==> src/rtl/adc_pkg.sv <==
`timescale 1ns / 1ps
// adc_pkg: shared types, codes and character-class helpers for the ADC message parser.
// No dependencies.
package adc_pkg;

    localparam int QueueDepth = 2;

    typedef enum logic [2:0] {
        PH_HEAD   = 3'd0,
        PH_SPACE  = 3'd1,
        PH_FIRST  = 3'd2,
        PH_SECOND = 3'd3,
        PH_PARAM  = 3'd4
    } phase_t;

    localparam logic [2:0] ROLE_SRC_SID = 3'd0;
    localparam logic [2:0] ROLE_TGT_SID = 3'd1;
    localparam logic [2:0] ROLE_FEATURE = 3'd2;
    localparam logic [2:0] ROLE_SRC_CID = 3'd3;
    localparam logic [2:0] ROLE_PARAM   = 3'd4;

    localparam logic [2:0] HDR_B = 3'd0;
    localparam logic [2:0] HDR_C = 3'd1;
    localparam logic [2:0] HDR_D = 3'd2;
    localparam logic [2:0] HDR_E = 3'd3;
    localparam logic [2:0] HDR_F = 3'd4;
    localparam logic [2:0] HDR_H = 3'd5;
    localparam logic [2:0] HDR_I = 3'd6;
    localparam logic [2:0] HDR_U = 3'd7;

    localparam logic [1:0] ST_VALID   = 2'd0;
    localparam logic [1:0] ST_EMPTY   = 2'd1;
    localparam logic [1:0] ST_INVALID = 2'd2;

    localparam logic       KIND_PAYLOAD = 1'b0;
    localparam logic       KIND_VERDICT = 1'b1;
    localparam logic [3:0] CMD_UNKNOWN  = 4'd15;

    typedef struct packed {
        logic       result_kind;
        logic [2:0] role;
        logic [7:0] parameter_index;
        logic [7:0] payload_byte;
        logic [2:0] header_code;
        logic [3:0] command_code;
        logic [1:0] status;
        logic       last_result;
    } result_t;

    // one accepted word worth of results: optional payload, optional verdict
    typedef struct packed {
        logic    pay_valid;
        result_t pay;
        logic    ver_valid;
        result_t ver;
    } entry_t;

    function automatic logic is_up(input logic [7:0] c);
        return (c >= 8'h41) && (c <= 8'h5A);
    endfunction

    function automatic logic is_an(input logic [7:0] c);
        return is_up(c) || ((c >= 8'h30) && (c <= 8'h39));
    endfunction

    function automatic logic is_b32(input logic [7:0] c);
        return is_up(c) || ((c >= 8'h32) && (c <= 8'h37));
    endfunction

    // header letter to code; bit 3 set when the letter is not a header
    function automatic logic [3:0] head_code(input logic [7:0] c);
        logic [3:0] r;
        unique case (c)
            8'h42:   r = {1'b0, HDR_B};
            8'h43:   r = {1'b0, HDR_C};
            8'h44:   r = {1'b0, HDR_D};
            8'h45:   r = {1'b0, HDR_E};
            8'h46:   r = {1'b0, HDR_F};
            8'h48:   r = {1'b0, HDR_H};
            8'h49:   r = {1'b0, HDR_I};
            8'h55:   r = {1'b0, HDR_U};
            default: r = 4'b1000;
        endcase
        return r;
    endfunction

    function automatic logic [3:0] cmd_code(input logic [23:0] l);
        logic [3:0] r;
        unique case (l)
            24'h535441: r = 4'd0;   // STA
            24'h535550: r = 4'd1;   // SUP
            24'h534944: r = 4'd2;   // SID
            24'h494E46: r = 4'd3;   // INF
            24'h4D5347: r = 4'd4;   // MSG
            24'h534348: r = 4'd5;   // SCH
            24'h524553: r = 4'd6;   // RES
            24'h43544D: r = 4'd7;   // CTM
            24'h52434D: r = 4'd8;   // RCM
            24'h515549: r = 4'd9;   // QUI
            24'h475041: r = 4'd10;  // GPA
            24'h504153: r = 4'd11;  // PAS
            24'h474554: r = 4'd12;  // GET
            24'h474649: r = 4'd13;  // GFI
            24'h534E44: r = 4'd14;  // SND
            default:    r = CMD_UNKNOWN;
        endcase
        return r;
    endfunction

endpackage

==> src/rtl/adc_if.sv <==
`timescale 1ns / 1ps
// adc_in_if / adc_out_if: valid/ready channels for message bytes and parse results.
// No dependencies.
interface adc_in_if;
    logic       valid;
    logic       ready;
    logic [7:0] byte_value;
    logic       has_byte;
    logic       end_of_message;
    modport source (output valid, byte_value, has_byte, end_of_message, input ready);
    modport sink   (input valid, byte_value, has_byte, end_of_message, output ready);
endinterface

interface adc_out_if;
    logic       valid;
    logic       ready;
    logic       result_kind;
    logic [2:0] role;
    logic [7:0] parameter_index;
    logic [7:0] payload_byte;
    logic [2:0] header_code;
    logic [3:0] command_code;
    logic [1:0] status;
    logic       last_result;
    modport source (output valid, result_kind, role, parameter_index, payload_byte,
                    header_code, command_code, status, last_result, input ready);
    modport sink   (input valid, result_kind, role, parameter_index, payload_byte,
                    header_code, command_code, status, last_result, output ready);
endinterface

==> src/rtl/adc_front.sv <==
`timescale 1ns / 1ps
// adc_front: per-byte syntax checker; turns each accepted word into a queue entry.
// Depends on adc_pkg and adc_if.
module adc_front (
    input  logic            clk,
    input  logic            rst_n,
    adc_in_if.sink          din,
    input  logic            q_full,
    output logic            q_push,
    output adc_pkg::entry_t q_entry
);
    import adc_pkg::*;

    phase_t      phase_reg, phase_next, p_phase;
    logic [7:0]  tok_reg, tok_next, p_tok;
    logic [2:0]  chars_reg, chars_next, p_chars;
    logic        esc_reg, esc_next, p_esc;
    logic        sep_reg, sep_next, p_sep;
    logic [2:0]  hdr_reg, hdr_next, p_hdr;
    logic [23:0] cmd_reg, cmd_next, p_cmd;
    logic        err_reg, err_next, p_err;

    logic [7:0]  b;
    logic        sp, fire, feed;
    logic        f_err, f_emit;
    logic [2:0]  f_role;
    logic [7:0]  f_byte;
    logic [3:0]  hc;
    logic [1:0]  verdict;

    function automatic logic tok_ok(input phase_t ph, input logic [2:0] h,
                                    input logic [2:0] n, input logic e);
        logic r;
        if (ph == PH_FIRST)
            r = (h == HDR_U) || (n == 3'd4);
        else if (ph == PH_SECOND)
            r = (h == HDR_F) ? (n == 3'd0) : (n == 3'd4);
        else
            r = !e;
        return r;
    endfunction

    assign b         = din.byte_value;
    assign sp        = (b == 8'h20);
    assign hc        = head_code(b);
    assign din.ready = !q_full;
    assign fire      = din.valid && din.ready;
    assign feed      = din.has_byte && !err_reg;

    // classify the byte against the current phase
    always_comb
    begin
        f_err  = 1'b0;
        f_emit = 1'b0;
        f_role = ROLE_PARAM;
        f_byte = b;
        unique case (phase_reg)
            PH_HEAD:
            begin
                if (chars_reg == 3'd0)
                    f_err = hc[3];
                else if (chars_reg == 3'd1)
                    f_err = !is_up(b);
                else
                    f_err = !is_an(b);
            end
            PH_SPACE:
                f_err = !sp;
            PH_FIRST, PH_SECOND, PH_PARAM:
            begin
                if (sp)
                    f_err = sep_reg || !tok_ok(phase_reg, hdr_reg, chars_reg, esc_reg);
                else if (phase_reg == PH_FIRST)
                begin
                    if (!is_b32(b))
                        f_err = 1'b1;
                    else if (hdr_reg == HDR_U)
                    begin
                        f_emit = 1'b1;
                        f_role = ROLE_SRC_CID;
                    end
                    else if (chars_reg >= 3'd4)
                        f_err = 1'b1;
                    else
                    begin
                        f_emit = 1'b1;
                        f_role = ROLE_SRC_SID;
                    end
                end
                else if (phase_reg == PH_SECOND)
                begin
                    f_role = (hdr_reg == HDR_F) ? ROLE_FEATURE : ROLE_TGT_SID;
                    if (hdr_reg == HDR_F)
                    begin
                        if (chars_reg == 3'd0)
                            f_err = !(b == 8'h2B || b == 8'h2D);
                        else if (chars_reg == 3'd1)
                            f_err = !is_up(b);
                        else
                            f_err = !is_an(b);
                    end
                    else
                        f_err = !is_b32(b) || (chars_reg >= 3'd4);
                    f_emit = !f_err;
                end
                else if (esc_reg)
                begin
                    unique case (b)
                        8'h73:   f_byte = 8'h20;
                        8'h6E:   f_byte = 8'h0A;
                        8'h5C:   f_byte = 8'h5C;
                        default: f_err  = 1'b1;
                    endcase
                    f_emit = !f_err;
                end
                else if (b == 8'h5C)
                    f_emit = 1'b0;
                else if (b == 8'h0A || b == 8'h0D)
                    f_err = 1'b1;
                else
                    f_emit = 1'b1;
            end
            default:
                f_err = 1'b1;
        endcase
    end

    // state after the byte, then reset on end of message
    always_comb
    begin
        p_phase = phase_reg;
        p_tok   = tok_reg;
        p_chars = chars_reg;
        p_esc   = esc_reg;
        p_sep   = sep_reg;
        p_hdr   = hdr_reg;
        p_cmd   = cmd_reg;
        p_err   = err_reg;
        if (feed)
        begin
            if (f_err)
                p_err = 1'b1;
            else
            begin
                unique case (phase_reg)
                    PH_HEAD:
                    begin
                        if (chars_reg == 3'd0)
                            p_hdr = hc[2:0];
                        else
                            p_cmd = {cmd_reg[15:0], b};
                        if (chars_reg == 3'd3)
                        begin
                            p_phase = PH_SPACE;
                            p_chars = 3'd0;
                        end
                        else
                            p_chars = chars_reg + 3'd1;
                    end
                    PH_SPACE:
                    begin
                        p_phase = (hdr_reg == HDR_C || hdr_reg == HDR_H || hdr_reg == HDR_I)
                                  ? PH_PARAM : PH_FIRST;
                        p_sep   = 1'b1;
                        p_chars = 3'd0;
                    end
                    PH_FIRST, PH_SECOND, PH_PARAM:
                    begin
                        if (sp)
                        begin
                            if (phase_reg == PH_FIRST)
                                p_phase = (hdr_reg == HDR_D || hdr_reg == HDR_E ||
                                           hdr_reg == HDR_F) ? PH_SECOND : PH_PARAM;
                            else if (phase_reg == PH_SECOND)
                                p_phase = PH_PARAM;
                            else if (tok_reg != 8'hFF)
                                p_tok = tok_reg + 8'd1;
                            p_sep   = 1'b1;
                            p_chars = 3'd0;
                        end
                        else
                        begin
                            p_sep = 1'b0;
                            if (phase_reg == PH_FIRST)
                            begin
                                if (hdr_reg != HDR_U)
                                    p_chars = chars_reg + 3'd1;
                            end
                            else if (phase_reg == PH_SECOND)
                            begin
                                if (hdr_reg == HDR_F && chars_reg >= 3'd4)
                                    p_chars = 3'd0;
                                else
                                    p_chars = chars_reg + 3'd1;
                            end
                            else if (esc_reg)
                                p_esc = 1'b0;
                            else if (b == 8'h5C)
                                p_esc = 1'b1;
                        end
                    end
                    default:
                        p_err = 1'b1;
                endcase
            end
        end
    end

    always_comb
    begin
        if (!p_err && p_phase == PH_HEAD && p_chars == 3'd0)
            verdict = ST_EMPTY;
        else if (p_err || p_phase == PH_HEAD)
            verdict = ST_INVALID;
        else if (p_phase == PH_SPACE)
            verdict = (p_hdr == HDR_C || p_hdr == HDR_H || p_hdr == HDR_I)
                      ? ST_VALID : ST_INVALID;
        else if (p_sep || !tok_ok(p_phase, p_hdr, p_chars, p_esc))
            verdict = ST_INVALID;
        else if (p_phase == PH_FIRST &&
                 (p_hdr == HDR_D || p_hdr == HDR_E || p_hdr == HDR_F))
            verdict = ST_INVALID;
        else
            verdict = ST_VALID;
    end

    always_comb
    begin
        if (fire && din.end_of_message)
        begin
            phase_next = PH_HEAD;
            tok_next   = 8'd0;
            chars_next = 3'd0;
            esc_next   = 1'b0;
            sep_next   = 1'b0;
            hdr_next   = 3'd0;
            cmd_next   = 24'd0;
            err_next   = 1'b0;
        end
        else if (fire)
        begin
            phase_next = p_phase;
            tok_next   = p_tok;
            chars_next = p_chars;
            esc_next   = p_esc;
            sep_next   = p_sep;
            hdr_next   = p_hdr;
            cmd_next   = p_cmd;
            err_next   = p_err;
        end
        else
        begin
            phase_next = phase_reg;
            tok_next   = tok_reg;
            chars_next = chars_reg;
            esc_next   = esc_reg;
            sep_next   = sep_reg;
            hdr_next   = hdr_reg;
            cmd_next   = cmd_reg;
            err_next   = err_reg;
        end
    end

    always_comb
    begin
        q_entry.pay_valid           = feed && !f_err && f_emit;
        q_entry.pay.result_kind     = KIND_PAYLOAD;
        q_entry.pay.role            = f_role;
        q_entry.pay.parameter_index = (f_role == ROLE_PARAM) ? tok_reg : 8'd0;
        q_entry.pay.payload_byte    = f_byte;
        q_entry.pay.header_code     = hdr_reg;
        q_entry.pay.command_code    = cmd_code(cmd_reg);
        q_entry.pay.status          = ST_VALID;
        q_entry.pay.last_result     = !din.end_of_message;
        q_entry.ver_valid           = din.end_of_message;
        q_entry.ver.result_kind     = KIND_VERDICT;
        q_entry.ver.role            = ROLE_SRC_SID;
        q_entry.ver.parameter_index = 8'd0;
        q_entry.ver.payload_byte    = 8'd0;
        q_entry.ver.header_code     = (verdict == ST_VALID) ? p_hdr : 3'd0;
        q_entry.ver.command_code    = (verdict == ST_VALID) ? cmd_code(p_cmd) : CMD_UNKNOWN;
        q_entry.ver.status          = verdict;
        q_entry.ver.last_result     = 1'b1;
        q_push = fire && (q_entry.pay_valid || q_entry.ver_valid);
    end

    always_ff @(posedge clk or negedge rst_n)
    begin
        if (!rst_n)
        begin
            phase_reg <= PH_HEAD;
            tok_reg   <= 8'd0;
            chars_reg <= 3'd0;
            esc_reg   <= 1'b0;
            sep_reg   <= 1'b0;
            hdr_reg   <= 3'd0;
            cmd_reg   <= 24'd0;
            err_reg   <= 1'b0;
        end
        else
        begin
            phase_reg <= phase_next;
            tok_reg   <= tok_next;
            chars_reg <= chars_next;
            esc_reg   <= esc_next;
            sep_reg   <= sep_next;
            hdr_reg   <= hdr_next;
            cmd_reg   <= cmd_next;
            err_reg   <= err_next;
        end
    end

endmodule

==> src/rtl/adc_queue.sv <==
`timescale 1ns / 1ps
// adc_queue: small FIFO of entries between the checker and the result sequencer.
// Depends on adc_pkg.
module adc_queue #(
    parameter int DEPTH = adc_pkg::QueueDepth
) (
    input  logic            clk,
    input  logic            rst_n,
    input  logic            push,
    input  adc_pkg::entry_t push_entry,
    output logic            full,
    input  logic            pop,
    output logic            nonempty,
    output adc_pkg::entry_t head
);
    import adc_pkg::*;

    localparam int AW = (DEPTH > 1) ? $clog2(DEPTH) : 1;
    localparam int CW = $clog2(DEPTH + 1);

    entry_t          mem [DEPTH];
    logic [AW-1:0]   wr_reg, wr_next, rd_reg, rd_next;
    logic [CW-1:0]   cnt_reg, cnt_next;
    logic            do_push, do_pop;

    assign full     = (cnt_reg == CW'(DEPTH));
    assign nonempty = (cnt_reg != '0);
    assign do_push  = push && !full;
    assign do_pop   = pop && nonempty;
    assign head     = mem[rd_reg];

    always_comb
    begin
        wr_next  = do_push ? ((wr_reg == AW'(DEPTH - 1)) ? '0 : wr_reg + 1'b1) : wr_reg;
        rd_next  = do_pop  ? ((rd_reg == AW'(DEPTH - 1)) ? '0 : rd_reg + 1'b1) : rd_reg;
        cnt_next = cnt_reg + CW'(do_push) - CW'(do_pop);
    end

    always_ff @(posedge clk)
    begin
        if (do_push)
            mem[wr_reg] <= push_entry;
    end

    always_ff @(posedge clk or negedge rst_n)
    begin
        if (!rst_n)
        begin
            wr_reg  <= '0;
            rd_reg  <= '0;
            cnt_reg <= '0;
        end
        else
        begin
            wr_reg  <= wr_next;
            rd_reg  <= rd_next;
            cnt_reg <= cnt_next;
        end
    end

endmodule

==> src/rtl/adc_back.sv <==
`timescale 1ns / 1ps
// adc_back: output register; sends the payload then the verdict of each entry.
// Depends on adc_pkg and adc_if.
module adc_back (
    input  logic            clk,
    input  logic            rst_n,
    input  logic            q_nonempty,
    input  adc_pkg::entry_t q_head,
    output logic            q_pop,
    adc_out_if.source       dout
);
    import adc_pkg::*;

    entry_t  cur_reg, cur_next;
    logic    busy_reg, busy_next;
    logic    on_pay;
    logic    take, done;
    result_t r;

    assign on_pay = cur_reg.pay_valid;
    assign r      = on_pay ? cur_reg.pay : cur_reg.ver;
    assign take   = dout.valid && dout.ready;
    // entry finished when the word shown is its last one
    assign done   = take && !(on_pay && cur_reg.ver_valid);
    assign q_pop  = q_nonempty && (!busy_reg || done);

    always_comb
    begin
        cur_next  = cur_reg;
        busy_next = busy_reg;
        if (take && !done)
            cur_next.pay_valid = 1'b0;
        if (q_pop)
        begin
            cur_next  = q_head;
            busy_next = 1'b1;
        end
        else if (done)
            busy_next = 1'b0;
    end

    assign dout.valid           = busy_reg;
    assign dout.result_kind     = r.result_kind;
    assign dout.role            = r.role;
    assign dout.parameter_index = r.parameter_index;
    assign dout.payload_byte    = r.payload_byte;
    assign dout.header_code     = r.header_code;
    assign dout.command_code    = r.command_code;
    assign dout.status          = r.status;
    assign dout.last_result     = r.last_result;

    always_ff @(posedge clk)
    begin
        cur_reg <= cur_next;
    end

    always_ff @(posedge clk or negedge rst_n)
    begin
        if (!rst_n)
            busy_reg <= 1'b0;
        else
            busy_reg <= busy_next;
    end

endmodule

==> src/rtl/adc_message_parser.sv <==
`timescale 1ns / 1ps
// adc_message_parser: top level of the streaming ADC protocol message checker.
// Depends on adc_pkg, adc_if, adc_front, adc_queue, adc_back.

// Streaming ADC message parser. Feed one word per message byte on din; the word
// with end_of_message set closes the message and may carry no byte (has_byte = 0),
// which lets an empty message through. Header-token and parameter bytes come out
// on dout as payload words tagged by role (parameters already unescaped, index
// saturating at 255), and every message ends with one verdict word: valid, empty
// or invalid, with header and command codes on a valid verdict. Payload of an
// invalid message is still sent; the consumer drops it on the verdict. After the
// first syntax error the rest of the message produces no payload.
// Rate: the checker takes one word per cycle whenever the queue has room. A word
// yields zero, one or two results; the output register sends one result per cycle
// while dout.ready is high, so the queue (DEPTH entries) absorbs the extra results
// of closing bytes that also carry payload. No clearing pass after reset.
module adc_message_parser #(
    parameter int DEPTH = adc_pkg::QueueDepth
) (
    input  logic      clk,
    input  logic      rst_n,
    adc_in_if.sink    din,
    adc_out_if.source dout
);
    import adc_pkg::*;

    logic   q_push, q_full, q_pop, q_nonempty;
    entry_t q_in, q_head;

    // front: syntax check and classification of each byte
    adc_front u_front (
        .clk     (clk),
        .rst_n   (rst_n),
        .din     (din),
        .q_full  (q_full),
        .q_push  (q_push),
        .q_entry (q_in)
    );

    // decoupling queue
    adc_queue #(
        .DEPTH (DEPTH)
    ) u_queue (
        .clk        (clk),
        .rst_n      (rst_n),
        .push       (q_push),
        .push_entry (q_in),
        .full       (q_full),
        .pop        (q_pop),
        .nonempty   (q_nonempty),
        .head       (q_head)
    );

    // back: serializes payload and verdict words
    adc_back u_back (
        .clk        (clk),
        .rst_n      (rst_n),
        .q_nonempty (q_nonempty),
        .q_head     (q_head),
        .q_pop      (q_pop),
        .dout       (dout)
    );

endmodule

==> src/flat_wrapper.sv <==
// flat-port wrapper written by rule: the top's interface ports become plain ports
module adc_message_parser_flat import adc_pkg::*;
#(
    parameter int DEPTH = adc_pkg::QueueDepth
)
  (clk, rst_n, din_valid, din_byte_value, din_has_byte, din_end_of_message, din_ready, dout_valid, dout_result_kind, dout_role, dout_parameter_index, dout_payload_byte, dout_header_code, dout_command_code, dout_status, dout_last_result, dout_ready);
  adc_in_if din_i ();
  adc_out_if dout_i ();
  input  logic clk;
  input  logic rst_n;
  input wire logic [$bits(din_i.valid)-1:0] din_valid;
  input wire logic [$bits(din_i.byte_value)-1:0] din_byte_value;
  input wire logic [$bits(din_i.has_byte)-1:0] din_has_byte;
  input wire logic [$bits(din_i.end_of_message)-1:0] din_end_of_message;
  output wire logic [$bits(din_i.ready)-1:0] din_ready;
  output wire logic [$bits(dout_i.valid)-1:0] dout_valid;
  output wire logic [$bits(dout_i.result_kind)-1:0] dout_result_kind;
  output wire logic [$bits(dout_i.role)-1:0] dout_role;
  output wire logic [$bits(dout_i.parameter_index)-1:0] dout_parameter_index;
  output wire logic [$bits(dout_i.payload_byte)-1:0] dout_payload_byte;
  output wire logic [$bits(dout_i.header_code)-1:0] dout_header_code;
  output wire logic [$bits(dout_i.command_code)-1:0] dout_command_code;
  output wire logic [$bits(dout_i.status)-1:0] dout_status;
  output wire logic [$bits(dout_i.last_result)-1:0] dout_last_result;
  input wire logic [$bits(dout_i.ready)-1:0] dout_ready;
  assign din_i.valid = din_valid;
  assign din_i.byte_value = din_byte_value;
  assign din_i.has_byte = din_has_byte;
  assign din_i.end_of_message = din_end_of_message;
  assign din_ready = din_i.ready;
  assign dout_valid = dout_i.valid;
  assign dout_result_kind = dout_i.result_kind;
  assign dout_role = dout_i.role;
  assign dout_parameter_index = dout_i.parameter_index;
  assign dout_payload_byte = dout_i.payload_byte;
  assign dout_header_code = dout_i.header_code;
  assign dout_command_code = dout_i.command_code;
  assign dout_status = dout_i.status;
  assign dout_last_result = dout_i.last_result;
  assign dout_i.ready = dout_ready;
  adc_message_parser #(.DEPTH(DEPTH)) u_core (.clk(clk), .rst_n(rst_n), .din(din_i), .dout(dout_i));
endmodule
==> config.mk <==
export PLATFORM = sky130hd
export DESIGN_NAME = adc_message_parser_flat
export DESIGN_NICKNAME = d
export VERILOG_FILES = /design/src/rtl/adc_pkg.sv /design/src/rtl/adc_if.sv /design/src/rtl/adc_front.sv /design/src/rtl/adc_queue.sv /design/src/rtl/adc_back.sv /design/src/rtl/adc_message_parser.sv /design/src/flat_wrapper.sv
export SDC_FILE = /design/constraint.sdc
export NUM_CORES = 1
export LEC_CHECK = 0
export ABC_AREA = 1
export CAP_MARGIN = 10
export CORE_MARGIN = 2
export CORE_UTILIZATION = 60
export CTS_BUF_LIST = sky130_fd_sc_hd__clkbuf_4
export CTS_CLUSTER_SIZE = 8
export DETAILED_ROUTE_END_ITERATION = 6
export DONT_BUFFER_PORTS = 1
export PLACE_DENSITY_LB_ADDON = 0.15
export SETUP_SLACK_MARGIN = 0.02
export SYNTH_ARGS = -nofsm -noshare
export SYNTH_HDL_FRONTEND = slang
export SYNTH_HIERARCHICAL = 1
export SYNTH_SLANG_ARGS = --single-unit
==> constraint.sdc <==
create_clock -name clk -period 12.55 [get_ports clk]
set_input_delay 0.6275 -clock clk [delete_from_list [all_inputs] [get_ports clk]]
set_output_delay 0.6275 -clock clk [all_outputs]
set_load 0.05 [all_outputs]
==> impl_metrics.tcl <==
set metrics [dict create \
    critPathMostFrequentCell "nor2_1" \
    min_path_cells 0 \
    vias 9615 \
    top_level_ports 46 \
    synthArstFlopShare 0.209 \
    hold_class "in -> reg" \
    postCtsHoldBufs 3 \
    ys_warn_count 6 \
    area_delta_synth_final_pct 5.88 \
    finalMaxSlewViolations 0 \
    netlist_instances 1405 \
    die_w_um 148 \
    postCtsSetupBuffers 0 \
    drc 0 \
    cts_resized 0 \
    synthTopCellsByCount "440 x nand2_1, 186 x edfxtp_1, 152 x inv_1" \
    status "complete, no violations" \
    r2r_start "u_core/u_front/phase_reg[0]" \
    power.leakage_nw 5.56 \
    crit_fanout 49 \
    dpl_cell_area_mm2 0.0123 \
    power_per_cell_area_mw_per_mm2 244 \
    nets 1452 \
    rows 52 \
    ir_drop_mv 0.124 \
    synth.most_common_cell "nand2_1" \
    hpwl_um 19600 \
    rr_endpoint "u_core/u_queue/mem[1][56]" \
    synth-adder-area-share 0.00806 \
    tightest_slew_ps 1110 \
    cts-root-buf "clkbuf_4" \
    grt_max_degree 73 \
    whs_endpoint "u_core/u_queue/mem[0][30]" \
    yosysTopAreaCell "edfxtp_1" \
    post-route-min-period_ps 4510 \
    via_per_inst 5.50 \
    rsz0062_at_grt "false" \
    clock_latency_ps 690 \
    cp-start-kind "flop" \
    max_cap_violations 0 \
    gp_congestion 0.966 \
    synth_area_mm2 0.0124 \
    layout-drive-gt1-share 0.125 \
    min-delay-start "din_end_of_message" \
    core_mm2 0.0203 \
    dieArea_mm2 0.0219 \
    die_y_um 148 \
    cts_buffers 59 \
    avgSynthCellArea_um2 8.84 \
    required_ps 12820 \
    seqPwrFrac 0.381 \
    synthXorXnorAreaFrac 0 \
    arrival_ps 4780 \
    fin_area_mm2 0.0131 \
    tns_ps 0 \
    synthFlopType "edfxtp_1" \
    route.layer.met1.wl_um 12200 \
    p_switching_mw 1.47 \
    grt_first_pass_wirelength_um 46300 \
    clkPwrFrac 0.195 \
    power_mw 3.20 \
    slowest_delay_ps 650 \
    grtUsageTotal 0.266 \
    p_int_mw 1.73 \
    synth_area_leaders "edfxtp_1 45%, nand2_1 13%, dfrtp_1 9.9%" \
    maxSlewHeadroom 0.262 \
    synth_top_family_by_area "simple AND/OR/NAND/NOR gates" \
    holdWs_ps 61.3 \
    fin_ws_ps 8040 \
    dr.pass1.iters 6 \
    synth.area.mux_share 0 \
    synth_compound_area_frac 0.0885 \
    cts_buffer_depth 3 \
    top_signal_layer_used "met5" \
    combinationalPowerShare 0.424 \
    grt_pass1_vias 9368 \
    yosys.area_share.simple 0.260 \
    met2_length_um 14100 \
    rrSetupSlack_ps 8040 \
    yosysUniqueCellTypes 46 \
    drt-total-wl_um 28500 \
    crit_path_top_delay_cell "buf_4" \
    ys_seq_elements 235 \
    fmax_mhz 222 \
    io_buffer_count 0 \
    synth-edff-count 186 \
    dp_slack_ps 8070 \
    detail-route-antenna-nets 0 \
    grt-ovfl-total 0 \
    drt_iter0_drc 782 \
    antenna_found_initial 2 \
    start_util 0.612 \
    cts_tree "done" \
    finalHoldViolCount 0 \
    setup_viol 0 \
    clk_pin_slew_ps 60 \
    cts.sink_count 235 \
    synth_seq_area_share 0.549 \
    skew_ps 43.1 \
    end_kind "flop" \
    worstSetupPathType "reg -> reg" \
    htreeDepth 2 \
    yosys.area.top_type_share 0.450 \
    largest_reg_flops 124 \
    crit_chain "nor2_1, nor2_1, nor2_1, inv_1, nor2_1, inv_1, nor3_1, nand2_1, nand2_1, nand2_1, nor2_4, buf_4" \
    r2r.worst_path.cells 12 \
    met3_length_um 1700 \
    period_share 0.359 \
    sw_frac_of_total 0.460 \
    routedWlPerCell_um 16.3 \
]
critical path: cells and delay by family, from the launching register on:
kind                   cells  cell delay [ps]
AND/OR/NAND/NOR            9             2510
flip-flops                 1              480
buffers and inverters      3             1090
cells by family after synthesis:
logic type | count (synthesis)
other cells | 2
fa+ha+maj | 8
buf+inv | 233
flops | 235
simple gates | 753
compound gates | 174
power groups by stage:
stage                     registers, mW  logic [mW]  clock network, mW
final                              1.22        1.36              0.624
after global routing               1.24        1.48              0.682
after CTS                          1.22        1.35              0.643
after detailed placement           1.24        1.34                  0
after global placement             1.23        1.33                  0
after floorplan                    1.21        1.15                  0
layout make-up:
cell class / instances / area, um^2
flip-flops and latches: 235 / 6810
repair buffers: 9 / 92.6
clock buffers: 76 / 571
multi-input cells: 959 / 4520
inverters: 166 / 628
diodes: 2 / 5.00
clock inverters: 30 / 176
fillers: 1720 / 7150
well taps: 270 / 338
layout by cell type, fill, tap and decap left out, types with 4 or more instances in the layout:
cell	count
nor3_1	22
nand2_2	17
clkbuf_4	76
o22ai_1	33
dfrtp_1	48
nand4_1	18
nand3_1	75
ha_1	8
nand2_1	440
o21ai_1	33
nor2_1	136
conb_1	24
nor2_4	4
nor4_1	14
buf_4	6
o21ai_0	42
clkinv_1	25
edfxtp_1	186
nor2_2	12
inv_2	14
o21ai_2	31
inv_1	150
a21oi_1	16
worst max-delay path by stage:
stage | start | end | slack, ps | depth (start not counted)
floorplan | din_byte_value[1] | u_core/u_queue/mem[1][0] | 7210 | 20
global placement | din_byte_value[7] | u_core/u_queue/mem[0][3] | 7960 | 20
detailed placement | din_byte_value[7] | u_core/u_queue/mem[0][6] | 8070 | 18
CTS | u_core/u_front/phase_reg[0] | u_core/u_queue/mem[1][46] | 8160 | 12
global route | u_core/u_front/hdr_reg[0] | u_core/u_queue/mem[0][6] | 7790 | 20
finish | u_core/u_front/phase_reg[0] | u_core/u_queue/mem[1][56] | 8040 | 12
metrics by stage:
stage,instances,util
after floorplan,1427,-
after global placement,1636,0.608
after detailed placement,1636,0.608
after CTS,1745,0.647
after global routing,1747,0.648
final,1747,0.648
layer usage:
layer  vias to the layer above  GRT usage
met5                         -          0
met4                         2     0.0829
li1                       4723          -
met1                      4492      0.347
met2                       346      0.457
met3                        52     0.0475
Power figures use the tool's default switching activity.
